**config.mk**
```make
export PLATFORM = sky130hd
export DESIGN_NAME = attack_release_envelope
export DESIGN_NICKNAME = d
export VERILOG_FILES = /design/src/rtl/core/are_pkg.sv /design/src/rtl/core/are_mul.sv /design/src/rtl/core/are_div.sv /design/src/rtl/core/attack_release_envelope.sv
export VERILOG_INCLUDE_DIRS = /design/src /design/src/rtl/core
export SDC_FILE = /design/constraint.sdc
export NUM_CORES = 1
export LEC_CHECK = 0
export BUFFER_PORTS_ARGS = -buffer_cell sky130_fd_sc_hd__buf_2
export CAP_MARGIN = 20
export CORE_ASPECT_RATIO = 0.75
export CORE_MARGIN = 1.5
export CORE_UTILIZATION = 56
export CTS_CLUSTER_DIAMETER = 50
export CTS_CLUSTER_SIZE = 25
export DETAILED_ROUTE_END_ITERATION = 16
export GPL_ROUTABILITY_DRIVEN = 1
export HOLD_SLACK_MARGIN = 0.1
export PLACE_DENSITY = 0.77
export SLEW_MARGIN = 20
export SYNTH_ARGS = -nofsm -noshare
export SYNTH_HDL_FRONTEND = slang
export SYNTH_SLANG_ARGS = --single-unit
```
**constraint.sdc**
```tcl
create_clock -name clk -period 2.8 [get_ports clk]
set_input_delay 0.28 -clock clk [delete_from_list [all_inputs] [get_ports clk]]
set_output_delay 0.28 -clock clk [all_outputs]
set_load 0.005 [all_outputs]
```
**src/rtl/core/assert_macros.svh**
```systemverilog
// Assertion macros used by the top-level RTL file of the envelope block.
`ifndef ASSERT_MACROS_SVH
`define ASSERT_MACROS_SVH
`ifndef SYNTHESIS
// Property must hold on every rising clock edge outside reset.
`define ARE_ASSERT(label, clk, rst_n, prop) \
	label: assert property (@(posedge clk) disable iff (!rst_n) (prop)) \
		else $error("envelope assertion failed");
// Expression must never be true outside reset.
`define ARE_NEVER(label, clk, rst_n, expr) \
	label: assert property (@(posedge clk) disable iff (!rst_n) !(expr)) \
		else $error("envelope forbidden condition seen");
`else
`define ARE_ASSERT(label, clk, rst_n, prop)
`define ARE_NEVER(label, clk, rst_n, expr)
`endif
`endif

```
**src/rtl/core/are_pkg.sv**
```systemverilog
// Package of the envelope block: widths, phase and sequencer types, register indexes.
`default_nettype none
package are_pkg;
	localparam int unsigned LVL_W  = 8;
	localparam int unsigned PE_W   = 16;
	localparam int unsigned STEP_W = 8;
	localparam int unsigned PROD_W = LVL_W + PE_W;
	localparam int unsigned IDX_W  = 8;

	localparam logic [IDX_W-1:0] CFG_ATTACK_MS  = 8'd0;
	localparam logic [IDX_W-1:0] CFG_RELEASE_MS = 8'd1;

	typedef enum logic [1:0] {
		PH_IDLE    = 2'd0,
		PH_ATTACK  = 2'd1,
		PH_SUSTAIN = 2'd2,
		PH_RELEASE = 2'd3
	} phase_t;

	typedef enum logic [1:0] {
		SEQ_IDLE,
		SEQ_MUL,
		SEQ_DIV,
		SEQ_OUT
	} seq_t;
endpackage
`default_nettype wire

```
**src/rtl/core/are_mul.sv**
```systemverilog
// Bit-serial shift-add multiplier, one multiplier bit per cycle, MSB first.
`default_nettype none
module are_mul (
	input  wire logic                          clk,
	input  wire logic                          arst_n,
	input  wire logic                          start,
	input  wire logic [are_pkg::PE_W-1:0]      a,
	input  wire logic [are_pkg::LVL_W-1:0]     b,
	output logic                               done,
	output logic [are_pkg::PROD_W-1:0]         prod
);
	localparam int unsigned CNT_W = $clog2(are_pkg::LVL_W);

	logic [are_pkg::PROD_W-1:0] acc_q;
	logic [are_pkg::PE_W-1:0]   a_q;
	logic [are_pkg::LVL_W-1:0]  b_q;
	logic [CNT_W-1:0]           cnt_q;
	logic                       busy_q;
	logic                       done_q;
	logic [are_pkg::PROD_W-1:0] acc_nxt;

	always_comb begin
		acc_nxt = {acc_q[are_pkg::PROD_W-2:0], 1'b0};
		if (b_q[are_pkg::LVL_W-1]) begin
			acc_nxt = acc_nxt + are_pkg::PROD_W'(a_q);
		end
	end

	always_ff @(posedge clk or negedge arst_n) begin
		if (!arst_n) begin
			busy_q <= 1'b0;
			done_q <= 1'b0;
			cnt_q  <= '0;
		end else begin
			done_q <= 1'b0;
			if (start) begin
				busy_q <= 1'b1;
				cnt_q  <= CNT_W'(are_pkg::LVL_W - 1);
			end else if (busy_q) begin
				cnt_q <= cnt_q - 1'b1;
				if (cnt_q == '0) begin
					busy_q <= 1'b0;
					done_q <= 1'b1;
				end
			end
		end
	end

	always_ff @(posedge clk) begin
		if (start) begin
			acc_q <= '0;
			a_q   <= a;
			b_q   <= b;
		end else if (busy_q) begin
			acc_q <= acc_nxt;
			b_q   <= {b_q[are_pkg::LVL_W-2:0], 1'b0};
		end
	end

	assign done = done_q;
	assign prod = acc_q;
endmodule
`default_nettype wire

```
**src/rtl/core/are_div.sv**
```systemverilog
// Restoring divider, one quotient bit per cycle.
`default_nettype none
module are_div (
	input  wire logic                          clk,
	input  wire logic                          arst_n,
	input  wire logic                          start,
	input  wire logic [are_pkg::PROD_W-1:0]    dividend,
	input  wire logic [are_pkg::PE_W-1:0]      divisor,
	output logic                               done,
	output logic [are_pkg::PROD_W-1:0]         quot
);
	localparam int unsigned CNT_W = $clog2(are_pkg::PROD_W);

	logic [are_pkg::PROD_W-1:0] num_q;
	logic [are_pkg::PE_W-1:0]   rem_q;
	logic [are_pkg::PE_W-1:0]   den_q;
	logic [CNT_W-1:0]           cnt_q;
	logic                       busy_q;
	logic                       done_q;
	logic [are_pkg::PE_W:0]     trial;
	logic [are_pkg::PE_W:0]     diff;
	logic                       ge;

	always_comb begin
		trial = {rem_q, num_q[are_pkg::PROD_W-1]};
		diff  = trial - {1'b0, den_q};
		ge    = trial >= {1'b0, den_q};
	end

	always_ff @(posedge clk or negedge arst_n) begin
		if (!arst_n) begin
			busy_q <= 1'b0;
			done_q <= 1'b0;
			cnt_q  <= '0;
		end else begin
			done_q <= 1'b0;
			if (start) begin
				busy_q <= 1'b1;
				cnt_q  <= CNT_W'(are_pkg::PROD_W - 1);
			end else if (busy_q) begin
				cnt_q <= cnt_q - 1'b1;
				if (cnt_q == '0) begin
					busy_q <= 1'b0;
					done_q <= 1'b1;
				end
			end
		end
	end

	// remainder stays below the divisor, so it fits PE_W bits
	always_ff @(posedge clk) begin
		if (start) begin
			num_q <= dividend;
			rem_q <= '0;
			den_q <= divisor;
		end else if (busy_q) begin
			num_q <= {num_q[are_pkg::PROD_W-2:0], ge};
			rem_q <= ge ? diff[are_pkg::PE_W-1:0] : trial[are_pkg::PE_W-1:0];
		end
	end

	assign done = done_q;
	assign quot = num_q;
endmodule
`default_nettype wire

```
**src/rtl/core/attack_release_envelope.sv**
```systemverilog
// Top level of the gate-driven linear attack/release envelope generator.
// Each input transfer is one update (gate level, milliseconds since the previous update)
// and yields exactly one output transfer with the new level and phase. The ramp term
// MAX_LEVEL*elapsed/duration is formed by a bit-serial multiplier followed by a
// restoring divider. A new update is taken once the previous one has been committed to
// the output register, even while that result still waits to be taken. Durations of
// zero act as one millisecond; the time in the current phase saturates at 65535 ms.
`default_nettype none
`include "assert_macros.svh"
module attack_release_envelope #(
	parameter int unsigned MAX_LEVEL = 240
) (
	input  wire logic                          clk,
	input  wire logic                          arst_n,
	// configuration write channel
	input  wire logic                          cfg_valid,
	output logic                               cfg_ready,
	input  wire logic [are_pkg::IDX_W-1:0]     cfg_index,
	input  wire logic [are_pkg::PE_W-1:0]      cfg_data,
	// update input
	input  wire logic                          s_tvalid,
	output logic                               s_tready,
	input  wire logic [15:0]                   s_tdata,  // [0] gate, [8:1] step_ms
	// result output
	output logic                               m_tvalid,
	input  wire logic                          m_tready,
	output logic [15:0]                        m_tdata   // [7:0] level, [9:8] phase
);
	localparam logic [are_pkg::LVL_W-1:0] MaxLv = are_pkg::LVL_W'(MAX_LEVEL);

	are_pkg::seq_t   seq_q, seq_nxt;
	are_pkg::phase_t phase_q, phase_nxt;

	logic [are_pkg::PE_W-1:0]   attack_ms_q;
	logic [are_pkg::PE_W-1:0]   release_ms_q;
	logic [are_pkg::LVL_W-1:0]  start_q;
	logic [are_pkg::PE_W-1:0]   elapsed_q;
	logic                       gate_q;
	logic                       m_valid_q;
	logic [are_pkg::LVL_W-1:0]  m_level_q;
	are_pkg::phase_t            m_phase_q;

	logic                       in_xfer;
	logic                       out_free;
	logic                       commit;
	logic                       in_gate;
	logic [are_pkg::STEP_W-1:0] in_step;
	logic [are_pkg::PE_W:0]     elapsed_sum;
	logic [are_pkg::PE_W-1:0]   elapsed_sat;
	logic [are_pkg::PE_W-1:0]   dur_sel;
	logic [are_pkg::PE_W-1:0]   divisor;
	logic                       mul_done;
	logic [are_pkg::PROD_W-1:0] prod;
	logic                       div_done;
	logic [are_pkg::PROD_W-1:0] quot;
	logic [are_pkg::LVL_W-1:0]  q_sat;
	logic                       full;
	logic                       empty;
	logic [are_pkg::LVL_W-1:0]  level_nxt;
	logic [are_pkg::LVL_W-1:0]  start_nxt;

	assign cfg_ready = 1'b1;
	assign in_gate   = s_tdata[0];
	assign in_step   = s_tdata[8:1];
	assign s_tready  = (seq_q == are_pkg::SEQ_IDLE);
	assign in_xfer   = s_tvalid && s_tready;
	assign out_free  = !m_valid_q || m_tready;

	always_comb begin
		elapsed_sum = {1'b0, elapsed_q} + are_pkg::PE_W'(in_step);
		elapsed_sat = elapsed_sum[are_pkg::PE_W] ? '1 : elapsed_sum[are_pkg::PE_W-1:0];
		dur_sel     = (phase_q == are_pkg::PH_RELEASE) ? release_ms_q : attack_ms_q;
		divisor     = (dur_sel == '0) ? are_pkg::PE_W'(1) : dur_sel;
	end

	are_mul u_mul (
		.clk      (clk),
		.arst_n   (arst_n),
		.start    (in_xfer),
		.a        (elapsed_sat),
		.b        (MaxLv),
		.done     (mul_done),
		.prod     (prod)
	);

	are_div u_div (
		.clk      (clk),
		.arst_n   (arst_n),
		.start    (mul_done),
		.dividend (prod),
		.divisor  (divisor),
		.done     (div_done),
		.quot     (quot)
	);

	// Sequencer next state
	always_comb begin
		seq_nxt = seq_q;
		unique case (seq_q)
			are_pkg::SEQ_IDLE: if (in_xfer)  seq_nxt = are_pkg::SEQ_MUL;
			are_pkg::SEQ_MUL:  if (mul_done) seq_nxt = are_pkg::SEQ_DIV;
			are_pkg::SEQ_DIV:  if (div_done) seq_nxt = are_pkg::SEQ_OUT;
			are_pkg::SEQ_OUT:  if (out_free) seq_nxt = are_pkg::SEQ_IDLE;
			default:           seq_nxt = are_pkg::SEQ_IDLE;
		endcase
	end

	// Sequencer outputs
	always_comb begin
		commit = (seq_q == are_pkg::SEQ_OUT) && out_free;
	end

	// Phase step; quotient saturated to 8 bits is enough for every compare below
	always_comb begin
		q_sat     = (|quot[are_pkg::PROD_W-1:are_pkg::LVL_W]) ? '1 : quot[are_pkg::LVL_W-1:0];
		full      = q_sat >= (MaxLv - start_q);
		empty     = q_sat >= start_q;
		phase_nxt = phase_q;
		start_nxt = start_q;
		level_nxt = '0;
		unique case (phase_q)
			are_pkg::PH_IDLE: begin
				level_nxt = '0;
				if (gate_q) phase_nxt = are_pkg::PH_ATTACK;
			end
			are_pkg::PH_ATTACK: begin
				level_nxt = full ? MaxLv : start_q + q_sat;
				if (!gate_q) begin
					start_nxt = level_nxt;
					phase_nxt = are_pkg::PH_RELEASE;
				end else if (full) begin
					start_nxt = MaxLv;
					phase_nxt = are_pkg::PH_SUSTAIN;
				end
			end
			are_pkg::PH_SUSTAIN: begin
				level_nxt = MaxLv;
				if (!gate_q) begin
					start_nxt = MaxLv;
					phase_nxt = are_pkg::PH_RELEASE;
				end
			end
			are_pkg::PH_RELEASE: begin
				level_nxt = empty ? '0 : start_q - q_sat;
				if (gate_q) begin
					start_nxt = level_nxt;
					phase_nxt = are_pkg::PH_ATTACK;
				end else if (empty) begin
					start_nxt = '0;
					phase_nxt = are_pkg::PH_IDLE;
				end
			end
			default: phase_nxt = are_pkg::PH_IDLE;
		endcase
	end

	always_ff @(posedge clk or negedge arst_n) begin
		if (!arst_n) begin
			seq_q        <= are_pkg::SEQ_IDLE;
			phase_q      <= are_pkg::PH_IDLE;
			start_q      <= '0;
			elapsed_q    <= '0;
			attack_ms_q  <= are_pkg::PE_W'(1);
			release_ms_q <= are_pkg::PE_W'(1);
			m_valid_q    <= 1'b0;
		end else begin
			seq_q <= seq_nxt;
			if (cfg_valid && cfg_ready) begin
				if (cfg_index == are_pkg::CFG_ATTACK_MS) begin
					attack_ms_q <= cfg_data;
				end else if (cfg_index == are_pkg::CFG_RELEASE_MS) begin
					release_ms_q <= cfg_data;
				end
			end
			if (in_xfer) begin
				elapsed_q <= elapsed_sat;
			end else if (commit && (phase_nxt != phase_q)) begin
				elapsed_q <= '0;
			end
			if (commit) begin
				phase_q   <= phase_nxt;
				start_q   <= start_nxt;
				m_valid_q <= 1'b1;
			end else if (m_tready) begin
				m_valid_q <= 1'b0;
			end
		end
	end

	always_ff @(posedge clk) begin
		if (in_xfer) begin
			gate_q <= in_gate;
		end
		if (commit) begin
			m_level_q <= level_nxt;
			m_phase_q <= phase_nxt;
		end
	end

	assign m_tvalid = m_valid_q;
	assign m_tdata  = {6'b0, m_phase_q, m_level_q};

	`ARE_ASSERT(a_level_in_range, clk, arst_n, m_tvalid |-> (m_tdata[7:0] <= MaxLv))
	`ARE_ASSERT(a_idle_is_zero, clk, arst_n, (m_tvalid && m_phase_q == are_pkg::PH_IDLE) |-> (m_level_q == '0))
	`ARE_ASSERT(a_sustain_is_full, clk, arst_n, (m_tvalid && m_phase_q == are_pkg::PH_SUSTAIN) |-> (m_level_q == MaxLv))
	`ARE_ASSERT(a_start_in_range, clk, arst_n, start_q <= MaxLv)
	`ARE_NEVER(a_div_done_misplaced, clk, arst_n, div_done && (seq_q != are_pkg::SEQ_DIV))
endmodule
`default_nettype wire
```
==> impl_results.md, run 1 <==
- Layout cells sized above 1: ~28%
- CTS Buf Count: 17
- Highest-count cells in the layout ignoring fill and taps: nand2_1 (83), buf_4 (83), mux2_2 (74), nor2_1 (70), dfrtp_1 (70)
- Tmin final: 3.25 ns
- IO Count: 64
- Root buf cell: clkbuf_16
- GRT Util Overall: approximately 27%
- Vias per cell: 6.11
- RSZ-0062 raised after global routing: yes
- Worst-path fanout max: 8
- WP data arrival: approximately 3.6 ns
- Status: complete, but fails checks
- Pin count of the biggest net entering global routing: 74
- Final hold violations: 0
- Largest area contributor in the netlist: edfxtp_1
- Setup TNS Final: -13.45 ns
- WL/cell: 19.3 µm
- Placed cell count: 1446
- Leak: 5.97 nW
- Min-Delay Path Class: in -> reg
- Initial cell density of the core: 57.4%
- Final WL: between 20 and 30 mm
- Delay of the slowest cell on the worst path: 0.44 ns
- Net Switching: 6.80 mW
- Dpl hpwl: 18.8 mm
- Die W: ~170 µm
- Final std cells w/o fill: 1507
- Worst slew margin: 46.2%
- Hold_ws: 0.102 ns
- DIE HEIGHT: 125 µm
- Die ar.: 20800 µm²
- FILL cells: 1383
- # DRC: 0
- Peak supply drop: 0.000636 V
- Internal: 9.25 mW
- Synthesis-to-layout area growth: 20.6%
- Core box area: 19400 µm²
- PnR worst setup slack: -0.453 ns
- Switch share: 42.4%
- Crit end category: flop
- Clk pin slew, worst setup/hold paths: 0.07 ns
- Number of port buffers: 49
- GRT Max-Usage Layer: met2
- Row count: 44
- Register area share after synthesis: 42.3%
- Remaining antenna violation count: 0
- Top cell family by delay on the critical path: simple AND/OR/NAND/NOR gates
- WP buf/inv: 2
- GP Congestion: 0.911
- Setup violations, final: 36
- Global-route met2 utilization: between 40% and 50%
- Asr flop ratio synth: about two fifths
- Clock share of power: 14.8%
- Met1 Track Usage GR: 38.8%
- YS warnings: 0
- Antenna violations before repair: 0
- Violated checks: negative setup slack
- PwrDens: 1190 nW/µm²
- Power, Total: 16.0 mW
- Cells after synthesis: 1113
- CP Class: reg -> reg
- N_diodes: 0
- Slowest CP cell: edfxtp_1
- Drt first pass iters: 5
- Clock Path Buffers: 2
- Reg area: 4720 µm²
- Synth Cell Area: about 11000 µm²
- CP Cell Sequence: nor4_4, nand4_1, buf_6, or2_4, ha_4, fa_2, nor3_4, buf_4, nor3_2, o21bai_1, a21oi_1, xor2_1, nand2_1, o311ai_2
- Combinational share of power: 55.9%
- R2R Setup Slk: -0.45 ns
- Nets: 1363
- Synth area leaders: edfxtp_1 (18%), dfrtp_1 (16%), ha_1 (8.1%)
- Fin crit share: 116%
- Reg power frac: 29.3%
- Slew Viols, Final: 0
- Slew at the pin closest to its max-slew limit: 0.799 ns
- CTS tree: done
- Remaining Overflow, GRT: 0
- Top cell type's share of synthesized area: 18.0%
- Met3 Use GR: around 5.8%
- Total number of vias: 9213
- Synth cell types: 91
- Multi-input logic area: between 6000 and 7000 µm²
- Post-place setup slack: -0.579 ns
- Vias in the first global route: 8878
- First-pass GRT wire length: ~45 mm
- H-tree Lvls: 4
- Number of synthesized flops with an enable pin: 67
- Worst path required time: 3.14 ns
- DRT iter0 DRCs: between 700 and 800
- Max cap viols: 0
- Clk Latency, worst-skew pair: 0.43 ns
- Clk sinks: 184
- Synth Flop Type: dfrtp_1
- FF+latch count, synth: between 150 and 200
- Syn avg cell area: 10.0 µm²
- Worst setup SP type: flop
- Clock skew: around 0.017 ns
- Fmax: 0.307 GHz
==> flip-flops by register name, summed over array words and instances, names as in the netlist, 2 cells and up <==
register and flops:
seq_q 2, attack_ms_q 16, u_div.quot 24, u_mul.cnt_q 3, u_mul.a_q 16, start_q 8
phase_q 2, u_mul.prod 24, u_div.den_q 16, u_div.cnt_q 5, m_level_q 8, release_ms_q 16
u_mul.b_q 4, m_phase_q 2, u_div.rem_q 16, elapsed_q 16
==> final timing paths <==
| check | to | depth (start not counted) | from |
|---|---|---|---|
| hold / removal | attack_ms_q[4] | 2 | cfg_data[4] |
| hold reg to reg | u_mul.b_q[4] | 1 | u_mul.b_q[4] |
| setup / recovery | start_q[6] | 14 | u_div.quot[11] |
| setup reg to reg | start_q[6] | 14 | u_div.quot[11] |
| max in group asynchronous | u_mul.done | 2 | arst_n |
| min in group asynchronous | u_div.cnt_q[2] | 2 | arst_n |
==> layer usage <==
layer,share of wire (%),vias up
met5,0,-
met3,6.4,73
met4,2.2,0
met1,46,4482
li1,-,4296
met2,45,362
==> power groups by stage <==
stage | registers (mW) | clock network [mW] | logic, mW
floorplan | 4.46 | 0 | 5.83
global placement | 4.64 | 0 | 7.61
detailed placement | 4.65 | 0 | 7.84
CTS | 4.64 | 2.38 | 8.32
global route | 4.79 | 2.49 | 9.78
finish | 4.70 | 2.37 | 8.97
==> logic make-up after synthesis <==
| group | count (synthesis) | share of synthesized area, % |
|---|---|---|
| muxes | 98 | 9.63 |
| adders and majority gates | 77 | 8.97 |
| buffers and inverters | 121 | 4.73 |
| other | 2 | 0.0673 |
| and+or+nand+nor | 307 | 13.4 |
| DFF | 184 | 42.3 |
| AOI/OAI and AO/OA | 272 | 16.8 |
| xor gates and xnor gates | 52 | 4.08 |
==> synth_stat cells (5+ instances only) <==
| master | count |
|---|---|
| xnor2_1 | 29 |
| a211o_1 | 5 |
| mux2_2 | 75 |
| dfxtp_1 | 44 |
| a21o_1 | 15 |
| o21ai_0 | 56 |
| xor2_1 | 23 |
| nor3_1 | 18 |
| and3_1 | 7 |
| a21oi_1 | 69 |
| o21a_1 | 12 |
| nor4b_1 | 5 |
| nor2b_1 | 11 |
| nand2b_1 | 11 |
| nor4_1 | 8 |
| a22o_1 | 12 |
| nand2_1 | 92 |
| and2_1 | 8 |
| nand3_1 | 33 |
| a211oi_1 | 16 |
| a31oi_1 | 9 |
| buf_4 | 10 |
| nand4_1 | 7 |
| dfrtp_1 | 71 |
| o31ai_1 | 13 |
| edfxtp_1 | 67 |
| clkbuf_1 | 25 |
| inv_1 | 68 |
| fa_1 | 5 |
| mux2i_1 | 23 |
| a311oi_1 | 5 |
| or2_2 | 10 |
| nor2_1 | 75 |
| buf_2 | 9 |
| ha_1 | 72 |
==> per-stage QoR <==
stage,cell area [µm²],util [%]
floorplan,11300,-
global placement,12200,62.5
finish,13500,69.3
CTS,13200,68.0
detailed placement,12200,62.5
global route,13500,69.3
==> area by class of cell <==
class                   instances  share of cell area [%]
clock buffers                  21                    3.50
clock inverters                11                   0.716
inverters                      70                    1.97
multi-input cells             814                    47.9
flip-flops and latches        184                    35.1
well taps                     253                    2.35
repair buffers                154                    8.43
==> what timing repair did <==
action	CTS	global route
buffers inserted	10	8
gates cloned	1	0
setup endpoints to repair	36	40
pin swaps	27	33
hold endpoints to repair	88	0
resized for setup	65	42
hold buffers	11	0
Note: power is estimated with default switching activity, not from simulation.
==> inputs of run 2 (changes only) <==
Settings changed: SETUP_SLACK_MARGIN set to 0.1.
==> run 2 against run 1 <==
Cell area grew 0.99%. The run still ends with negative setup slack left. Hold slack gained 0.13 ns. Routed wire length grew 2.8%. Clock power grew 9.7%. Non-clock buffer count grew 3. Count of clock-buffer cells in the layout shrank 3. Utilization grew 0.68 points. Critical path type unchanged. Maximum frequency grew 2.5%. Sequential power is essentially flat. Critical path depth shrank 1. Register-to-register slack gained 0.08 ns. Largest power group unchanged.
==> impl_results.md, run 2 (same netlist as run 1, synthesis figures left out) <==
- Clock Path Buffers: 2
- H-tree Lvls: 4
- Slew Viols, Final: 0
- Fin crit share: 113%
- Row count: between 40 and 50
- Remaining antenna violation count: 0
- CTS Buf Count: 17
- Vias in the first global route: 8965
- Core box area: about 19000 µm²
- IO Count: between 60 and 70
- Initial cell density of the core: 57.4%
- Drt first pass iters: 5
- Clock skew: 0.0136 ns
- GRT Util Overall: ~28%
- Vias per cell: approximately 6
- Slew at the pin closest to its max-slew limit: 0.777 ns
- CP Cell Sequence: nor4_2, nand4_1, buf_6, or2_4, ha_4, fa_2, nor3_4, o31ai_2, o211ai_2, buf_4, buf_4, a32oi_1, o31ai_4
- WP data arrival: about 3.5 ns
- Worst slew margin: 48.2%
- CP Class: reg -> reg
- Highest-count cells in the layout ignoring fill and taps: nand2_1 (84), buf_4 (80), mux2_2 (74), nor2_1 (72), dfrtp_1 (70)
- Peak supply drop: 0.000720 V
- Antenna violations before repair: 0
- Clk sinks: 184
- Die W: between 150 and 200 µm
- Tmin final: 3.17 ns
- Remaining Overflow, GRT: 0
- Fmax: 0.315 GHz
- Worst setup SP type: flop
- Layout cells sized above 1: ~28%
- Final WL: between 20 and 30 mm
- DRT iter0 DRCs: 904
- DIE HEIGHT: 125 µm
- Delay of the slowest cell on the worst path: ~0.4 ns
- Worst-path fanout max: 8
- PnR worst setup slack: -0.374 ns
- First-pass GRT wire length: about 46 mm
- Die ar.: 20800 µm²
- Commonest non-fill, non-tap cell in the layout: nand2_1
- Reg area: approximately 4700 µm²
- Root buf cell: clkbuf_16
- Final hold violations: 0
- Slowest CP cell: edfxtp_1
- Max cap viols: 0
- Setup violations, final: 36
- Leak: between 5 and 6 nW
- Cell mode on critical path: buf_4
- Crit end category: flop
- Synthesis-to-layout area growth: 21.8%
- Clk Latency, worst-skew pair: about 0.45 ns
- Worst path required time: 3.14 ns
- WL/cell: 19.8 µm
- GP Congestion: 0.903
- Multi-input logic area: 6490 µm²
- Clk pin slew, worst setup/hold paths: around 0.070 ns
- PwrDens: 1210 nW/µm²
- FILL cells: between 1000 and 1500
- # DRC: 0
- Nets: 1367
- Total number of vias: ~9300
- CTS tree: done
- Pin count of the biggest net entering global routing: 74
- Post-place setup slack: -0.487 ns
- Power, Total: roughly 16 mW
- Violated checks: negative setup slack
- Min-Delay Path Class: in -> reg
- Dpl hpwl: 18.5 mm
- Status: complete, but fails checks
- Number of port buffers: roughly 50
- RSZ-0062 raised after global routing: yes
- N_diodes: 0
## run 2: area by class of cell
type | instances | share of cell area (%)
Tap cell | 253 | 2.33
Inverter | 70 | 1.93
Clock buffer | 18 | 3.23
Clock inverter | 14 | 1.36
Multi-Input combinational cell | 815 | 47.8
Sequential cell | 184 | 34.8
Timing Repair Buffer | 157 | 8.62
## run 2: power by group
part,switching (mW),internal (mW)
sequential,0.794,3.94
clock,1.15,1.46
combinational,5.02,4.08
## run 2: what timing repair did
item                                    4_1_cts  5_1_grt
pin swaps                                    32       19
resized for setup                            72       37
hold buffers                                 17        1
setup buffers                                 8       15
endpoints found under the setup margin       36       44
cloned                                        2        0
hold endpoints to repair                    100        1
## run 2: worst max-delay path, delay by kind of cell (launching register included)
| kind | cells | cell delay [ns] |
|---|---|---|
| fa+ha+maj | 2 | 0.53 |
| simple gates | 4 | 0.94 |
| compound gates | 4 | 0.72 |
| flops | 1 | 0.41 |
| buf+inv | 3 | 0.46 |
## run 2: per-stage QoR
step | hold slack (ns) | instances | cell area (µm²) | TNS, ns | utilization [%]
floorplan | -0.0156 | 1118 | 11300 | 0 | -
global placement | 0.436 | 1436 | 12100 | -8.16 | 62.3
detailed placement | 0.453 | 1436 | 12100 | -10.57 | 62.3
CTS | 0.102 | 1495 | 13300 | -5.91 | 68.4
global route | 0.251 | 1511 | 13600 | -12.29 | 69.9
finish | 0.228 | 1511 | 13600 | -9.23 | 69.9
## run 2: path summary, 6_finish.rpt
path                       slack [ns]            end  cells after the start      startpoint
max                             -0.37     start_q[0]                     13  u_div.quot[23]
min                              0.23       m_tvalid                      3        m_tready
max reg2reg                     -0.37     start_q[0]                     13  u_div.quot[23]
min reg2reg                      0.47   u_mul.b_q[4]                      1    u_mul.b_q[4]
max in group asynchronous        1.77     u_mul.done                      2          arst_n
min in group asynchronous        0.42  elapsed_q[13]                      2          arst_n
## run 2: routing by layer
layer / track usage (%) / up-vias / part of all wire, %
li1: - / 4310 / -
met1: 38.2 / 4503 / 44
met2: 42.2 / 397 / 46
met3: 6.46 / 79 / 7.0
met4: 10.1 / 0 / 2.9
met5: 0 / - / 0
